## src/assert_macros.svh

```systemverilog
// Assertion macros shared by the lru page replacement RTL.
// Every check is clocked on the rising edge and is disabled while reset is low.
`ifndef ASSERT_MACROS_SVH
`define ASSERT_MACROS_SVH

// The property must hold at every clock edge.
`define LRUPR_ASSERT(lbl, clk, rstn, prop, msg) \
  lbl: assert property (@(posedge clk) disable iff (!rstn) (prop)) else $error(msg);

// If ante holds at one edge, cons must hold at the next edge.
`define LRUPR_ASSERT_NEXT(lbl, clk, rstn, ante, cons, msg) \
  lbl: assert property (@(posedge clk) disable iff (!rstn) (ante) |=> (cons)) else $error(msg);

`endif

```

## src/lrupr_pkg.sv

```systemverilog
`timescale 1ns / 1ps
// ----------------------------------------------------------------------------
// lrupr_pkg
// Types and constants shared by the LRU page replacement unit.
// ----------------------------------------------------------------------------
package lrupr_pkg;

  localparam int unsigned CfgW   = 4;
  localparam int unsigned CountW = 32;

  localparam logic [CfgW-1:0]   FramesReset = 4'd3;
  localparam logic [CountW-1:0] CountMax    = '1;

  // Command broadcast to every cell of the recency row
  typedef struct packed {
    logic en;    // word accepted this cycle
    logic hit;   // page is resident
    logic fill;  // a free frame is still available
  } lrupr_op_t;

endpackage

```

## src/lrupr_page_if.sv

```systemverilog
`timescale 1ns / 1ps
// ----------------------------------------------------------------------------
// lrupr_page_if
// Request channel: one page reference per word.
// ----------------------------------------------------------------------------
interface lrupr_page_if #(
  parameter int unsigned PAGE_BITS = 16
);
  logic                 valid;
  logic                 ready;
  logic [PAGE_BITS-1:0] page_number;

  modport source (output valid, output page_number, input ready);
  modport sink   (input valid, input page_number, output ready);
endinterface

```

## src/lrupr_res_if.sv

```systemverilog
`timescale 1ns / 1ps
// ----------------------------------------------------------------------------
// lrupr_res_if
// Result channel: hit or fault, evicted page and running fault count.
// ----------------------------------------------------------------------------
interface lrupr_res_if #(
  parameter int unsigned PAGE_BITS = 16
);
  logic                 valid;
  logic                 ready;
  logic                 fault;
  logic                 evicted_valid;
  logic [PAGE_BITS-1:0] evicted_page;
  logic [31:0]          fault_count;

  modport source (output valid, output fault, output evicted_valid,
                  output evicted_page, output fault_count, input ready);
  modport sink   (input valid, input fault, input evicted_valid,
                  input evicted_page, input fault_count, output ready);
endinterface

```

## src/lrupr_cell.sv

```systemverilog
`timescale 1ns / 1ps
// ----------------------------------------------------------------------------
// lrupr_cell
// One frame of the recency row: holds a page and its valid bit.
// ----------------------------------------------------------------------------
module lrupr_cell #(
  parameter int unsigned PAGE_BITS = 16
) (
  input  logic                 clk_i,
  input  logic                 rst_ni,
  input  lrupr_pkg::lrupr_op_t op_i,
  input  logic [PAGE_BITS-1:0] ref_page_i,     // page being looked up
  input  logic [PAGE_BITS-1:0] prev_page_i,    // page of the more recent neighbour
  input  logic                 prev_valid_i,
  input  logic                 next_valid_i,   // valid bit of the less recent neighbour
  input  logic                 hit_below_i,    // match in a less recent frame
  input  logic [PAGE_BITS-1:0] tail_below_i,   // oldest page beyond this frame
  output logic                 valid_o,
  output logic [PAGE_BITS-1:0] page_o,
  output logic                 hit_o,          // match in this frame
  output logic                 hit_below_o,    // match here or further down
  output logic [PAGE_BITS-1:0] tail_o          // oldest resident page from here down
);

  logic [PAGE_BITS-1:0] page_q;
  logic                 valid_q;
  logic                 shift;

  assign hit_o       = valid_q && (page_q == ref_page_i);
  assign hit_below_o = hit_o || hit_below_i;
  assign tail_o      = next_valid_i ? tail_below_i : page_q;

  // On a hit shift down to the matching frame, on a fill down to the first
  // free frame, on an eviction down to the last resident frame.
  always_comb begin
    priority if (op_i.hit) begin
      shift = hit_below_o;
    end else if (op_i.fill) begin
      shift = prev_valid_i;
    end else begin
      shift = valid_q;
    end
  end

  always_ff @(posedge clk_i or negedge rst_ni) begin
    if (!rst_ni) begin
      valid_q <= 1'b0;
    end else if (op_i.en && shift) begin
      valid_q <= prev_valid_i;
    end
  end

  always_ff @(posedge clk_i) begin
    if (op_i.en && shift) begin
      page_q <= prev_page_i;
    end
  end

  assign valid_o = valid_q;
  assign page_o  = page_q;

endmodule

```

## src/lrupr_out_buf.sv

```systemverilog
`timescale 1ns / 1ps
// ----------------------------------------------------------------------------
// lrupr_out_buf
// Output register with one skid entry, decoupling the row from the sink.
// ----------------------------------------------------------------------------
`include "assert_macros.svh"

module lrupr_out_buf #(
  parameter int unsigned W = 50
) (
  input  logic         clk_i,
  input  logic         rst_ni,
  input  logic         in_valid_i,
  output logic         in_ready_o,
  input  logic [W-1:0] in_data_i,
  output logic         out_valid_o,
  input  logic         out_ready_i,
  output logic [W-1:0] out_data_o
);

  logic         out_valid_q;
  logic [W-1:0] out_data_q;
  logic         skid_valid_q;
  logic [W-1:0] skid_data_q;
  logic         in_fire;
  logic         out_free;

  assign in_ready_o = !skid_valid_q;
  assign in_fire    = in_valid_i && in_ready_o;
  assign out_free   = !out_valid_q || out_ready_i;

  always_ff @(posedge clk_i or negedge rst_ni) begin
    if (!rst_ni) begin
      out_valid_q  <= 1'b0;
      skid_valid_q <= 1'b0;
    end else if (out_free) begin
      // drain the skid entry first, else take the new word
      out_valid_q  <= skid_valid_q || in_fire;
      skid_valid_q <= 1'b0;
    end else if (in_fire) begin
      skid_valid_q <= 1'b1;
    end
  end

  always_ff @(posedge clk_i) begin
    if (out_free) begin
      out_data_q <= skid_valid_q ? skid_data_q : in_data_i;
    end else if (in_fire) begin
      skid_data_q <= in_data_i;
    end
  end

  assign out_valid_o = out_valid_q;
  assign out_data_o  = out_data_q;

  `LRUPR_ASSERT(a_skid_behind_out, clk_i, rst_ni, !skid_valid_q || out_valid_q, "skid holds a word while output register empty")
  `LRUPR_ASSERT_NEXT(a_stall_holds, clk_i, rst_ni, out_valid_q && !out_ready_i, out_valid_q && (out_data_q == $past(out_data_q)), "stalled output word changed")

endmodule

```

## src/lru_page_replacement.sv

```systemverilog
`timescale 1ns / 1ps
// A result word is formed by a combinational row compare and registered before res_o.
// Throughput: one page word per cycle while page_i.ready is high (skid entry empty).
// The output register with its skid entry keeps page_i ready while one result waits.
// Reset: every frame empty, fault count zero, frame limit 3; no clearing pass.
// ----------------------------------------------------------------------------
// lru_page_replacement
// LRU page replacement unit built as a row of frame cells.
// ----------------------------------------------------------------------------
`include "assert_macros.svh"

module lru_page_replacement #(
  parameter int unsigned MAX_FRAMES = 8,
  parameter int unsigned PAGE_BITS  = 16
) (
  input  logic                          clk_i,
  input  logic                          rst_ni,
  input  logic                          cfg_we_i,
  input  logic [lrupr_pkg::CfgW-1:0]    cfg_wdata_i,
  lrupr_page_if.sink                    page_i,
  lrupr_res_if.source                   res_o
);

  localparam int unsigned IdxW = (MAX_FRAMES > 1) ? $clog2(MAX_FRAMES) : 1;
  localparam int unsigned CntW = lrupr_pkg::CountW;
  localparam int unsigned ResW = 2 + PAGE_BITS + CntW;

  // --------------------------------------------------------------------------
  // Configuration: frame limit register
  // --------------------------------------------------------------------------
  logic [lrupr_pkg::CfgW-1:0] frames_q;

  always_ff @(posedge clk_i or negedge rst_ni) begin
    if (!rst_ni) begin
      frames_q <= lrupr_pkg::FramesReset;
    end else if (cfg_we_i) begin
      frames_q <= cfg_wdata_i;
    end
  end

  // Clamp the limit into 1..MAX_FRAMES and form the index of the last frame
  // that may be used; a free frame remains while that frame is empty.
  logic [31:0]     lim;
  logic [31:0]     lim_m1;
  logic [IdxW-1:0] lim_idx;

  always_comb begin
    priority if (frames_q == '0) begin
      lim = 32'd1;
    end else if (32'(frames_q) > 32'(MAX_FRAMES)) begin
      lim = 32'(MAX_FRAMES);
    end else begin
      lim = 32'(frames_q);
    end
    lim_m1  = lim - 32'd1;
    lim_idx = lim_m1[IdxW-1:0];
  end

  // --------------------------------------------------------------------------
  // Frame row: cell 0 holds the most recent page
  // --------------------------------------------------------------------------
  logic                 accept;
  logic                 buf_ready;
  lrupr_pkg::lrupr_op_t op;
  logic                 hit;
  logic                 fill;

  logic [MAX_FRAMES-1:0] cell_valid;
  logic [MAX_FRAMES-1:0] cell_hit;
  logic [MAX_FRAMES-1:0] cell_hit_below;
  logic [PAGE_BITS-1:0]  cell_page [MAX_FRAMES];
  logic [PAGE_BITS-1:0]  cell_tail [MAX_FRAMES];

  assign accept       = page_i.valid && buf_ready;
  assign page_i.ready = buf_ready;

  assign hit  = cell_hit_below[0];
  assign fill = !cell_valid[lim_idx];

  assign op.en   = accept;
  assign op.hit  = hit;
  assign op.fill = fill;

  for (genvar k = 0; k < MAX_FRAMES; k++) begin : g_cell
    logic [PAGE_BITS-1:0] prev_page;
    logic                 prev_valid;
    logic                 next_valid;
    logic                 hit_below;
    logic [PAGE_BITS-1:0] tail_below;

    // the head cell takes the referenced page itself
    if (k == 0) begin : g_head
      assign prev_page  = page_i.page_number;
      assign prev_valid = 1'b1;
    end else begin : g_body
      assign prev_page  = cell_page[k-1];
      assign prev_valid = cell_valid[k-1];
    end

    // the tail cell sees an empty neighbour
    if (k == MAX_FRAMES - 1) begin : g_tail
      assign next_valid = 1'b0;
      assign hit_below  = 1'b0;
      assign tail_below = '0;
    end else begin : g_mid
      assign next_valid = cell_valid[k+1];
      assign hit_below  = cell_hit_below[k+1];
      assign tail_below = cell_tail[k+1];
    end

    lrupr_cell #(
      .PAGE_BITS (PAGE_BITS)
    ) u_cell (
      .clk_i        (clk_i),
      .rst_ni       (rst_ni),
      .op_i         (op),
      .ref_page_i   (page_i.page_number),
      .prev_page_i  (prev_page),
      .prev_valid_i (prev_valid),
      .next_valid_i (next_valid),
      .hit_below_i  (hit_below),
      .tail_below_i (tail_below),
      .valid_o      (cell_valid[k]),
      .page_o       (cell_page[k]),
      .hit_o        (cell_hit[k]),
      .hit_below_o  (cell_hit_below[k]),
      .tail_o       (cell_tail[k])
    );
  end

  // --------------------------------------------------------------------------
  // Fault counter: advance on each miss, hold at the top
  // --------------------------------------------------------------------------
  logic [CntW-1:0] fcnt_q;
  logic [CntW-1:0] fcnt_d;

  always_comb begin
    fcnt_d = fcnt_q;
    if (!hit && (fcnt_q != lrupr_pkg::CountMax)) begin
      fcnt_d = fcnt_q + CntW'(1);
    end
  end

  always_ff @(posedge clk_i or negedge rst_ni) begin
    if (!rst_ni) begin
      fcnt_q <= '0;
    end else if (accept) begin
      fcnt_q <= fcnt_d;
    end
  end

  // --------------------------------------------------------------------------
  // Result word: evict the oldest page only when no frame is free
  // --------------------------------------------------------------------------
  logic                 evict;
  logic [PAGE_BITS-1:0] ev_page;
  logic [ResW-1:0]      res_word;
  logic [ResW-1:0]      res_out;

  assign evict    = !hit && !fill;
  assign ev_page  = evict ? cell_tail[0] : '0;
  assign res_word = {!hit, evict, ev_page, fcnt_d};

  lrupr_out_buf #(
    .W (ResW)
  ) u_out_buf (
    .clk_i       (clk_i),
    .rst_ni      (rst_ni),
    .in_valid_i  (page_i.valid),
    .in_ready_o  (buf_ready),
    .in_data_i   (res_word),
    .out_valid_o (res_o.valid),
    .out_ready_i (res_o.ready),
    .out_data_o  (res_out)
  );

  assign res_o.fault         = res_out[ResW-1];
  assign res_o.evicted_valid = res_out[ResW-2];
  assign res_o.evicted_page  = res_out[CntW +: PAGE_BITS];
  assign res_o.fault_count   = res_out[CntW-1:0];

  // --------------------------------------------------------------------------
  // Checks
  // --------------------------------------------------------------------------
  `LRUPR_ASSERT(a_valid_prefix, clk_i, rst_ni, ((cell_valid >> 1) & ~cell_valid) == '0, "resident frames do not form a prefix")
  `LRUPR_ASSERT(a_unique_page, clk_i, rst_ni, $onehot0(cell_hit), "page resident in more than one frame")
  `LRUPR_ASSERT_NEXT(a_count_monotonic, clk_i, rst_ni, 1'b1, fcnt_q >= $past(fcnt_q), "fault count went down")
  `LRUPR_ASSERT_NEXT(a_hit_keeps_count, clk_i, rst_ni, accept && hit, cell_valid == $past(cell_valid), "hit changed the resident frame count")

endmodule

```

## src/flat_wrapper.sv

```systemverilog
// flat-port wrapper written by rule: the top's interface ports become plain ports
module lru_page_replacement_flat 
#(
  parameter int unsigned MAX_FRAMES = 8,
  parameter int unsigned PAGE_BITS  = 16
)
  (clk_i, rst_ni, cfg_we_i, cfg_wdata_i, page_i_valid, page_i_page_number, page_i_ready, res_o_valid, res_o_fault, res_o_evicted_valid, res_o_evicted_page, res_o_fault_count, res_o_ready);
  lrupr_page_if #(.PAGE_BITS(PAGE_BITS)) page_i_i ();
  lrupr_res_if #(.PAGE_BITS(PAGE_BITS)) res_o_i ();
  input  logic clk_i;
  input  logic rst_ni;
  input  logic cfg_we_i;
  input  logic [lrupr_pkg::CfgW-1:0] cfg_wdata_i;
  input wire logic [$bits(page_i_i.valid)-1:0] page_i_valid;
  input wire logic [$bits(page_i_i.page_number)-1:0] page_i_page_number;
  output wire logic [$bits(page_i_i.ready)-1:0] page_i_ready;
  output wire logic [$bits(res_o_i.valid)-1:0] res_o_valid;
  output wire logic [$bits(res_o_i.fault)-1:0] res_o_fault;
  output wire logic [$bits(res_o_i.evicted_valid)-1:0] res_o_evicted_valid;
  output wire logic [$bits(res_o_i.evicted_page)-1:0] res_o_evicted_page;
  output wire logic [$bits(res_o_i.fault_count)-1:0] res_o_fault_count;
  input wire logic [$bits(res_o_i.ready)-1:0] res_o_ready;
  assign page_i_i.valid = page_i_valid;
  assign page_i_i.page_number = page_i_page_number;
  assign page_i_ready = page_i_i.ready;
  assign res_o_valid = res_o_i.valid;
  assign res_o_fault = res_o_i.fault;
  assign res_o_evicted_valid = res_o_i.evicted_valid;
  assign res_o_evicted_page = res_o_i.evicted_page;
  assign res_o_fault_count = res_o_i.fault_count;
  assign res_o_i.ready = res_o_ready;
  lru_page_replacement #(.MAX_FRAMES(MAX_FRAMES), .PAGE_BITS(PAGE_BITS)) u_core (.clk_i(clk_i), .rst_ni(rst_ni), .cfg_we_i(cfg_we_i), .cfg_wdata_i(cfg_wdata_i), .page_i(page_i_i), .res_o(res_o_i));
endmodule
```

## config.mk

```make
export PLATFORM = sky130hd
export DESIGN_NAME = lru_page_replacement_flat
export DESIGN_NICKNAME = d
export VERILOG_FILES = /design/src/lrupr_pkg.sv /design/src/lrupr_page_if.sv /design/src/lrupr_res_if.sv /design/src/lrupr_cell.sv /design/src/lrupr_out_buf.sv /design/src/lru_page_replacement.sv /design/src/flat_wrapper.sv
export VERILOG_INCLUDE_DIRS = /design/src /design/src/src
export SDC_FILE = /design/constraint.sdc
export NUM_CORES = 1
export LEC_CHECK = 0
export BUFFER_PORTS_ARGS = -buffer_cell sky130_fd_sc_hd__buf_2
export CELL_PAD_IN_SITES_DETAIL_PLACEMENT = 1
export CELL_PAD_IN_SITES_GLOBAL_PLACEMENT = 1
export CORE_MARGIN = 2
export CORE_UTILIZATION = 45
export DETAILED_ROUTE_END_ITERATION = 10
export GPL_ROUTABILITY_DRIVEN = 0
export PLACE_DENSITY = 0.71
export RECOVER_POWER = 50
export SLEW_MARGIN = 20
export SYNTH_ARGS = -nofsm -noshare
export SYNTH_HDL_FRONTEND = slang
export SYNTH_SLANG_ARGS = --single-unit
```

## constraint.sdc

```tcl
create_clock -name clk_i -period 5.49 [get_ports clk_i]
set_input_delay 1.098 -clock clk_i [delete_from_list [all_inputs] [get_ports clk_i]]
set_output_delay 1.098 -clock clk_i [all_outputs]
set_load 0.01 [all_outputs]
```

==> results of run 1 <==
## power by group
part,internal (uW),switching [uW]
clock,1280,823
combinational,635,1070
sequential,2780,277
total,4690,2170
## cell type report
| class | instances | area [um^2] | share of cell area [%] |
|---|---|---|---|
| repair buffers | 100 | 480.5 | 3.150 |
| clock inverters | 19 | 215.2 | 1.411 |
| inverters | 11 | 41.29 | 0.2707 |
| clock buffers | 35 | 810.8 | 5.315 |
| multi-input cells | 699 | 5219 | 34.21 |
| well taps | 390 | 488.0 | 3.199 |
| flip-flops and latches | 274 | 8000 | 52.44 |
## sequential cells by signal (all words and copies together), names as in the netlist
register	count
u_core.u_out_buf.skid_valid_q	1
u_core.g_cell.u_cell.page_o	128
u_core.frames_q	4
u_core.fcnt_q	32
u_core.u_out_buf.out_data_o	50
u_core.u_out_buf.skid_data_q	50
u_core.u_out_buf.out_valid_o	1
u_core.g_cell.u_cell.valid_o	8
## cell families (layout without fill, tap and decap cells)
logic type	count (synthesis)	in the layout	share of synthesized area [%]
AOI/OAI and AO/OA	156	156	6.269
buffers and inverters	75	165	3.331
muxes	83	83	6.708
DFF	274	274	58.52
adders and majority gates	2	2	0.1830
xor gates and xnor gates	191	191	13.61
and+or+nand+nor	267	267	11.38
## cell usage in the layout, fill, tap and decap left out, types with 10 or more instances in the layout
cell type / netlist / final
nand3_2: 15 / 15
clkbuf_1: 28 / 72
nor3_2: 11 / 11
o21ai_0: 43 / 43
mux2i_1: 38 / 38
nor3_1: 10 / 10
mux2_2: 39 / 39
nand2_1: 49 / 49
clkbuf_16: 0 / 31
a21oi_1: 89 / 89
nor2_1: 71 / 71
edfxtp_1: 228 / 228
xnor2_2: 25 / 25
buf_4: 2 / 21
dfrtp_1: 44 / 44
nor4_1: 23 / 23
nand3_1: 23 / 23
xnor2_1: 38 / 38
nand4_1: 17 / 17
xor2_1: 128 / 128
## routing by layer
metal	vias to the layer above	routed length, um	global-route usage [%]
met5	-	0	0
met4	0	541	4.404
met1	4198	15260	30.16
met2	157	15330	33.90
met3	42	1175	2.643
li1	3931	-	-
## through the flow
stage               cells  cell area, um^2  hold slack [ns]
detailed placement   1474            14330           0.4795
floorplan            1048            13670           0.4652
finish               1528            15250           0.4895
CTS                  1528            15350           0.4887
global placement     1474            14330           0.4738
global route         1528            15250           0.5062
## final timing paths
kind,from,end,slack [ns],cells past startpoint
setup / recovery,u_core.u_out_buf.skid_valid_q,u_core.u_out_buf.skid_data_q[26],1.46,4
hold / removal,u_core.g_cell[1].u_cell.page_o[15],u_core.g_cell[2].u_cell.page_o[15],0.49,0
setup reg to reg,u_core.u_out_buf.skid_valid_q,u_core.u_out_buf.skid_data_q[26],1.46,4
hold reg to reg,u_core.g_cell[1].u_cell.page_o[15],u_core.g_cell[2].u_cell.page_o[15],0.49,0
max in group asynchronous,rst_ni,u_core.fcnt_q[11],2.48,2
min in group asynchronous,rst_ni,u_core.fcnt_q[25],1.49,2
==> metrics, run 1 <==
post-CTS sizing 0; H-tree levels 1; CP required between 5 and 6 ns; CTS tree built; worst slack, placed 1.395 ns; 1st-iter DRT viols 471; RSZ-0062 raised after global routing no; fin. max-slew vios 127; core footprint 29800 um^2; Worst Setup Start Kind flop; vias in the first global route 8897; slowest cell on the critical path nor2_1; post-synth top area share 50.08%; DR vias/cell 5.450; dominant synthesized flop cell edfxtp_1; ys async rst share 16.79%; DRT Wirelength about 32 mm; CP Max Fanout 26; Initial Utilization 45.88%; most frequent cell after synthesis edfxtp_1; Layout area overhead 11.58%; library cells used by synthesis 64; Final ANT Viol Nets 0; yosys warns 0; die height 178.3 um; top cells by area, synth edfxtp_1, xor2_1, dfrtp_1; CTS sink count 274; Hold WC Path Type flop to flop; Overflow after GRT 0; Post-synth EDFFs 228; critical path arrival 4.24 ns; #FFs+latches synth 274; Clock Tree Root clkbuf_16; Placement Rows between 60 and 70; ant diodes 0; max-slew headroom at the worst pin -110.1%; critical path class flop to flop; CTS hold repair buffers 0; crit share post-route 73.38%; Tot GR Track Use 20.87%; total setup buffers inserted after CTS 0; sequential cell area fraction in the yosys report 58.52%; fin crit period between 4 and 5 ns; Filler cells 3086; Bufs on Longest Clock Path 3; clock buffers created by TritonCTS 30; crit-path max cell delay 1.97 ns; mapped cell area 13670 um^2; Setup-failing EPs final 0; initial antenna violation count 0; Clock transition at path regs 0.06 ns; worst slew pin tran 3.151 ns; DP HPWL 22.42 mm; wire per inst 21.14 um; Post-Syn Instances 1048; post-layout util 51.20%; Clock Latency Late Sink 0.55 ns; I/O Pins 77; Leakage 0.005756 uW; Worst VDD drop 336.0 uV; CP endpoint kind flop; final worst slack 1.461 ns; fin nets 1143; DRC viols 0; Crit path max-delay family simple AND/OR/NAND/NOR gates; drt first pass iters 5; Worst Path Buf+Inv 2; Mapped Nets 1075; f_max 248.2 MHz; first-pass GRT wire length 51.50 mm; largest area contributor in the netlist edfxtp_1; violated checks capacitance limit, slew limit; Final Hold Fails 0; Worst Skew ~0.012 ns; setup tns final 0 ns; PwrDens 449.7 nW/um^2; syn_area_per_cell 13.05 um^2; cells along the critical path inv_1 > nand2_1 > nor2_1 > buf_4; commonest cells in the netlist edfxtp_1, xor2_1, a21oi_1; DIE AREA 31790 um^2; die width 178.3 um; PortBufs 76; Via Count 8328; proportion of layout cells with a drive suffix above 1 17.40%; Power Total 6860 uW; max-cap check violation count 3; pin count of the biggest net entering global routing 56; status finished, violations left
Note: power is estimated with default switching activity, not from simulation.
==> run 2, diff against run 1 <==
==> constraint.sdc (replaced) <==
create_clock -name clk_i -period 3.9 [get_ports clk_i]
set_input_delay 0.78 -clock clk_i [delete_from_list [all_inputs] [get_ports clk_i]]
set_output_delay 0.78 -clock clk_i [all_outputs]
set_load 0.01 [all_outputs]
==> metrics, run 2 (synthesized netlist as in run 1, its figures left out) <==
post-CTS sizing 0 (unchanged); fin crit period 3.422 ns; status finished, violations left; Layout area overhead 11.92%; Clock Tree Root clkbuf_16; pin count of the biggest net entering global routing 53 (-5.4%); DRT Wirelength 32.94 mm (+2.0%); Setup-failing EPs final 0 (unchanged); drt first pass iters 5 (unchanged); RR Startpoint u_core.u_out_buf.skid_valid_q; most common cell after layout, fill and taps aside edfxtp_1; core footprint 29800 um^2 (unchanged); DRC viols 0 (unchanged); Worst Setup Start Kind primary input; f_max 292.2 MHz; final worst slack 0.4778 ns (-0.9834 ns); RR Endpoint u_core.u_out_buf.skid_data_q[43]; fin nets 1155 (+1.0%); Clock Latency Late Sink 0.56 ns (about the same); H-tree levels 1 (unchanged); PortBufs 76 (unchanged); Final ANT Viol Nets 0 (unchanged); most frequent cells in the layout edfxtp_1, xor2_1, a21oi_1, clkbuf_1, nor2_1; Power Total 9516 uW (+39%); initial antenna violation count 1 (+1); worst slack, placed 0.1516 ns (-1.243 ns); HP Start cfg_wdata_i[1]; DIE AREA 31790 um^2 (unchanged); Via Count 8464 (+1.6%); CP endpoint kind flop; clock buffers created by TritonCTS 30 (unchanged); Leakage 0.005751 uW (about the same); worst slew pin tran 1.857 ns (-1.294 ns); max-slew headroom at the worst pin -23.80% (+86 points); total setup buffers inserted after CTS 0 (unchanged); proportion of layout cells with a drive suffix above 1 17.64% (+0.24 points); Reg2Reg Setup Slack 0.58 ns (-0.88 ns); violated checks capacitance limit, slew limit; RSZ-0062 raised after global routing no; Initial Utilization 45.88% (unchanged); DR vias/cell 5.493 (+0.78%); Bufs on Longest Clock Path 3 (unchanged); I/O Pins 77 (unchanged); sink of the worst hold path u_core.frames_q[1]; CP required 4.21 ns (-1.49 ns); PwrDens 621.9 nW/um^2 (+38%); R2R cell count 4 (unchanged); CTS tree built; Filler cells 3112 (+0.84%); Tot GR Track Use 21.26% (+0.40 points); Clock transition at path regs 0.06 ns (about the same); CP Max Fanout 12 (-54%); critical path arrival 3.73 ns (-0.51 ns); critical path class primary input to flop; crit share post-route between 80% and 90%; Worst Skew 0.01238 ns (+0.00005770 ns); Placement Rows 63 (unchanged); max-cap check violation count 3 (unchanged); CTS hold repair buffers 0 (unchanged); minimum hold slack 0.4560 ns (-0.03346 ns); Hold WC Path Type primary input to flop; die width 178.3 um (unchanged); DP HPWL 23.55 mm (+5.0%); ant diodes 0 (unchanged); vias in the first global route 8958 (+0.69%); setup tns final 0 ns (unchanged); first-pass GRT wire length 52.33 mm (+1.6%); CTS sink count 274 (unchanged); Overflow after GRT 0 (unchanged); max reg flops 128 (unchanged); wire per inst 21.38 um (+1.1%); Worst VDD drop 415.8 uV (+24%); 1st-iter DRT viols 459 (-2.5%); Final Hold Fails 0 (unchanged); Hold Crit Depth 2 (+2); fin. max-slew vios 48 (-62%); die height 178.3 um (unchanged)
[run 2: cell types whose count changed in the layout (fill, tap and decap cells not counted), sizes merged]
cell      change
clkinvlp      +3
bufinv        -3
buf           +9
inv           +1
clkinv        -1
clkbuf        +4
[run 2: worst max path at each step]
| stage | start | endpoint | slack, ns | cells after the start |
|---|---|---|---|---|
| 2_1_floorplan | page_i_page_number[7] | u_core.g_cell[2].u_cell.page_o[0] | 0.29 | 10 |
| 3_3_place_gp | page_i_page_number[3] | u_core.u_out_buf.out_data_o[5] | 0.25 | 10 |
| 3_5_place_dp | page_i_page_number[9] | u_core.u_out_buf.out_data_o[6] | 0.15 | 10 |
| 4_1_cts | u_core.frames_q[0] | u_core.u_out_buf.out_data_o[47] | 0.57 | 13 |
| 5_1_grt | u_core.u_out_buf.skid_valid_q | u_core.u_out_buf.skid_data_q[38] | 0.32 | 4 |
| 6_report | page_i_page_number[3] | u_core.u_out_buf.out_data_o[6] | 0.48 | 10 |
[run 2: layout make-up]
type / count / area [um^2] / area share (%)
flip-flops and latches: 274 / 8000 / 52.28
multi-input cells: 699 / 5219 / 34.10
clock buffers: 36 / 794.5 / 5.192
repair buffers: 112 / 614.3 / 4.015
well taps: 390 / 488.0 / 3.189
clock inverters: 19 / 145.1 / 0.9485
inverters: 11 / 41.29 / 0.2698
[run 2: where the power goes]
group	switching (uW)	internal, uW
combinational	1540	932
clock	1160	1570
sequential	405	3910
[run 2: critical path, cell delays in order]
cell and delay (ns):
clkbuf_1 0.53, xor2_1 0.33, nor3_1 0.12, nand4_2 0.14, o32ai_2 0.13, nor4_4 0.75
buf_4 0.36, nand3b_2 0.14, xnor2_2 0.17, mux2_2 0.27
[run 2: through the flow]
step / cells / util [%] / instance area (um^2)
2_1_floorplan: 1048 / - / 13680
3_3_place_gp: 1486 / 48.56 / 14470
3_5_place_dp: 1486 / 48.56 / 14470
4_1_cts: 1541 / 51.71 / 15410
5_1_grt: 1541 / 51.36 / 15300
6_report: 1541 / 51.36 / 15300
[run 2: routing by layer]
metal,track usage [%],vias up,wire (um),part of all wire [%]
met5,0,-,0,0
met4,4.539,0,567,1.7
met3,2.579,35,1059,3.2
met2,35.21,146,15850,48
met1,30.22,4325,15460,47
li1,-,3958,-,-
==> run 3, diff against run 2 <==
--- a/config.mk
+++ b/config.mk
@@ -13,9 +13,10 @@
 export CORE_UTILIZATION = 45
 export DETAILED_ROUTE_END_ITERATION = 10
 export GPL_ROUTABILITY_DRIVEN = 0
-export PLACE_DENSITY = 0.71
+export PLACE_DENSITY = 0.7
 export RECOVER_POWER = 50
 export SLEW_MARGIN = 20
 export SYNTH_ARGS = -nofsm -noshare
 export SYNTH_HDL_FRONTEND = slang
+export SYNTH_HIERARCHICAL = 1
 export SYNTH_SLANG_ARGS = --single-unit
==> metrics, run 3 <==
Overflow after GRT 0 (unchanged); DR vias/cell 5.297 (-3.6%); mapped cell area 14390 um^2 (+5.2%); max-slew headroom at the worst pin -114.3% (-90 points); max-cap check violation count 3 (unchanged); fin. max-slew vios 134 (+180%); Final Hold Fails 0 (unchanged); critical path class flop to flop; status finished, violations left; wire per inst 20.33 um (-4.9%); Hold WC Path Type primary input to flop; H-tree levels 1 (unchanged); PortBufs 76 (unchanged); DIE AREA 33410 um^2 (+5.1%); Worst Skew 0.01487 ns (+0.002494 ns); DP HPWL 23.42 mm (-0.58%); minimum hold slack 0.4658 ns (+0.009775 ns); I/O Pins 77 (unchanged); Clock Tree Root clkbuf_16; Worst Setup Start Kind flop; initial antenna violation count 0 (-1); RR Startpoint u_core/g_cell[7].u_cell/page_o[3]; Filler cells 3139 (+0.87%); Power Total 7610 uW (-20%); max reg flops 128 (unchanged); worst slew pin tran 3.214 ns (+1.357 ns); syn_area_per_cell 14.01 um^2 (+7.4%); Setup-failing EPs final 0 (unchanged); Critical Path End u_core/g_cell[0].u_cell/page_o[4]; die height 182.8 um (+2.5%); Tot GR Track Use 20.31% (-0.95 points); CP endpoint kind flop; core footprint 31560 um^2 (+5.9%); DRT Wirelength 33.81 mm (+2.7%); proportion of layout cells with a drive suffix above 1 34.34% (+17 points); Post-Syn Instances 1027 (-2.0%); CTS sink count 274 (unchanged); Placement Rows 65 (+3.2%); pin count of the biggest net entering global routing 53 (unchanged); violated checks capacitance limit, slew limit; most frequent cells in the layout edfxtp_1, xor2_1, mux2_2, buf_4, clkbuf_1; f_max 261.5 MHz (-11%); crit share post-route 98.04% (+10 points); CP startpoint u_core/g_cell[7].u_cell/page_o[3]; PwrDens 439.8 nW/um^2 (-29%); clock buffers created by TritonCTS 30 (unchanged); drt first pass iters 5 (unchanged); Reg2Reg Setup Slack 0.08 ns (-0.50 ns); most common cell after layout, fill and taps aside edfxtp_1; Via Count 8809 (+4.1%); critical path arrival 4.10 ns (+0.37 ns); fin nets 1264 (+9.4%); Bufs on Longest Clock Path 3 (unchanged); Clock transition at path regs 0.06 ns (about the same); CP Max Fanout 15 (+3); CP required 4.18 ns (-0.03 ns); Leakage 0.006484 uW (+13%); yosys warns 6 (+6); Initial Utilization 45.59% (-0.30 points); RR Endpoint u_core/g_cell[0].u_cell/page_o[4]; DRC viols 0 (unchanged); Clock Latency Late Sink 0.56 ns (about the same); vias in the first global route 9570 (+6.8%); Layout area overhead 20.27%; R2R cell count 16 (+12); fin crit period 3.824 ns (+0.4015 ns); first-pass GRT wire length 54.15 mm (+3.5%); ant diodes 0 (unchanged); Worst VDD drop 326.0 uV (-22%); Final ANT Viol Nets 0 (unchanged); 1st-iter DRT viols 370 (-19%); CTS tree built; die width 182.8 um (+2.5%)
run 3: repair_timing:
item	CTS	global route
cloned	1	2
gates resized for setup	14	19
endpoints found under the setup margin	221	177
setup buffers	3	3
pin swaps	3	9
hold buffers	0	0
run 3: worst min path at each step:
stage                                             from                                  to  slack, ns  cells after the start
floorplan           u_core/g_cell[0].u_cell/page_o[13]  u_core/g_cell[1].u_cell/page_o[13]       0.47                      0
global placement     u_core/g_cell[3].u_cell/page_o[5]   u_core/g_cell[4].u_cell/page_o[5]       0.47                      0
detailed placement  u_core/g_cell[1].u_cell/page_o[13]  u_core/g_cell[2].u_cell/page_o[13]       0.48                      0
CTS                                             rst_ni                   u_core/fcnt_q[20]       0.31                      1
global route                            cfg_wdata_i[2]                  u_core/frames_q[2]       0.45                      2
finish                                  cfg_wdata_i[0]                  u_core/frames_q[0]       0.47                      2
run 3: area by class of cell:
type                    instances  area [um^2]  area share [%]
clock buffers                  32        758.2           4.382
clock inverters                24        276.5           1.598
inverters                      15        56.30          0.3254
multi-input cells             729         6412           37.06
flip-flops and latches        274         8004           46.26
well taps                     402        503.0           2.907
repair buffers                187         1291           7.463
run 3: metal layers:
metal  vias to the layer above  wire [um]  GRT usage, %
li1                       4190          -             -
met1                      4455      15020         26.61
met2                       116      17280         36.55
met3                        48        932         2.323
met4                         0        586         4.096
met5                         -          0             0
run 3: worst max-delay path, cell delays in order, from the launching register on:
cell	delay, ns
edfxtp_1	0.47
xor2_2	0.20
nor4_4	0.38
nand3_2	0.17
o21bai_4	0.15
o21bai_4	0.14
o21bai_2	0.15
o21bai_2	0.16
o21bai_2	0.17
o21bai_4	0.17
o21bai_4	0.16
o21bai_4	0.19
buf_6	0.17
buf_12	0.15
nand4_1	0.15
o21ai_4	0.32
clkbuf_16	0.21
run 3: where the power goes:
group	switching (uW)	total [uW]	internal, uW
logic	580	1100	525
clock network	1190	2940	1750
registers	147	3570	3420
total	1920	7610	5690
run 3: per-stage QoR:
stage	setup TNS, ns	worst slack [ns]	utilization, %	area, um^2	cells
after global routing	-0.5536	-0.06479	54.83	17300	1663
after CTS	0	0.005460	54.55	17210	1658
after detailed placement	-160.18	-0.7957	50.91	16060	1598
after floorplan	-0.3439	-0.04503	-	14520	1049
final	0	0.07629	54.83	17300	1663
after global placement	-138.17	-0.6931	50.91	16060	1598
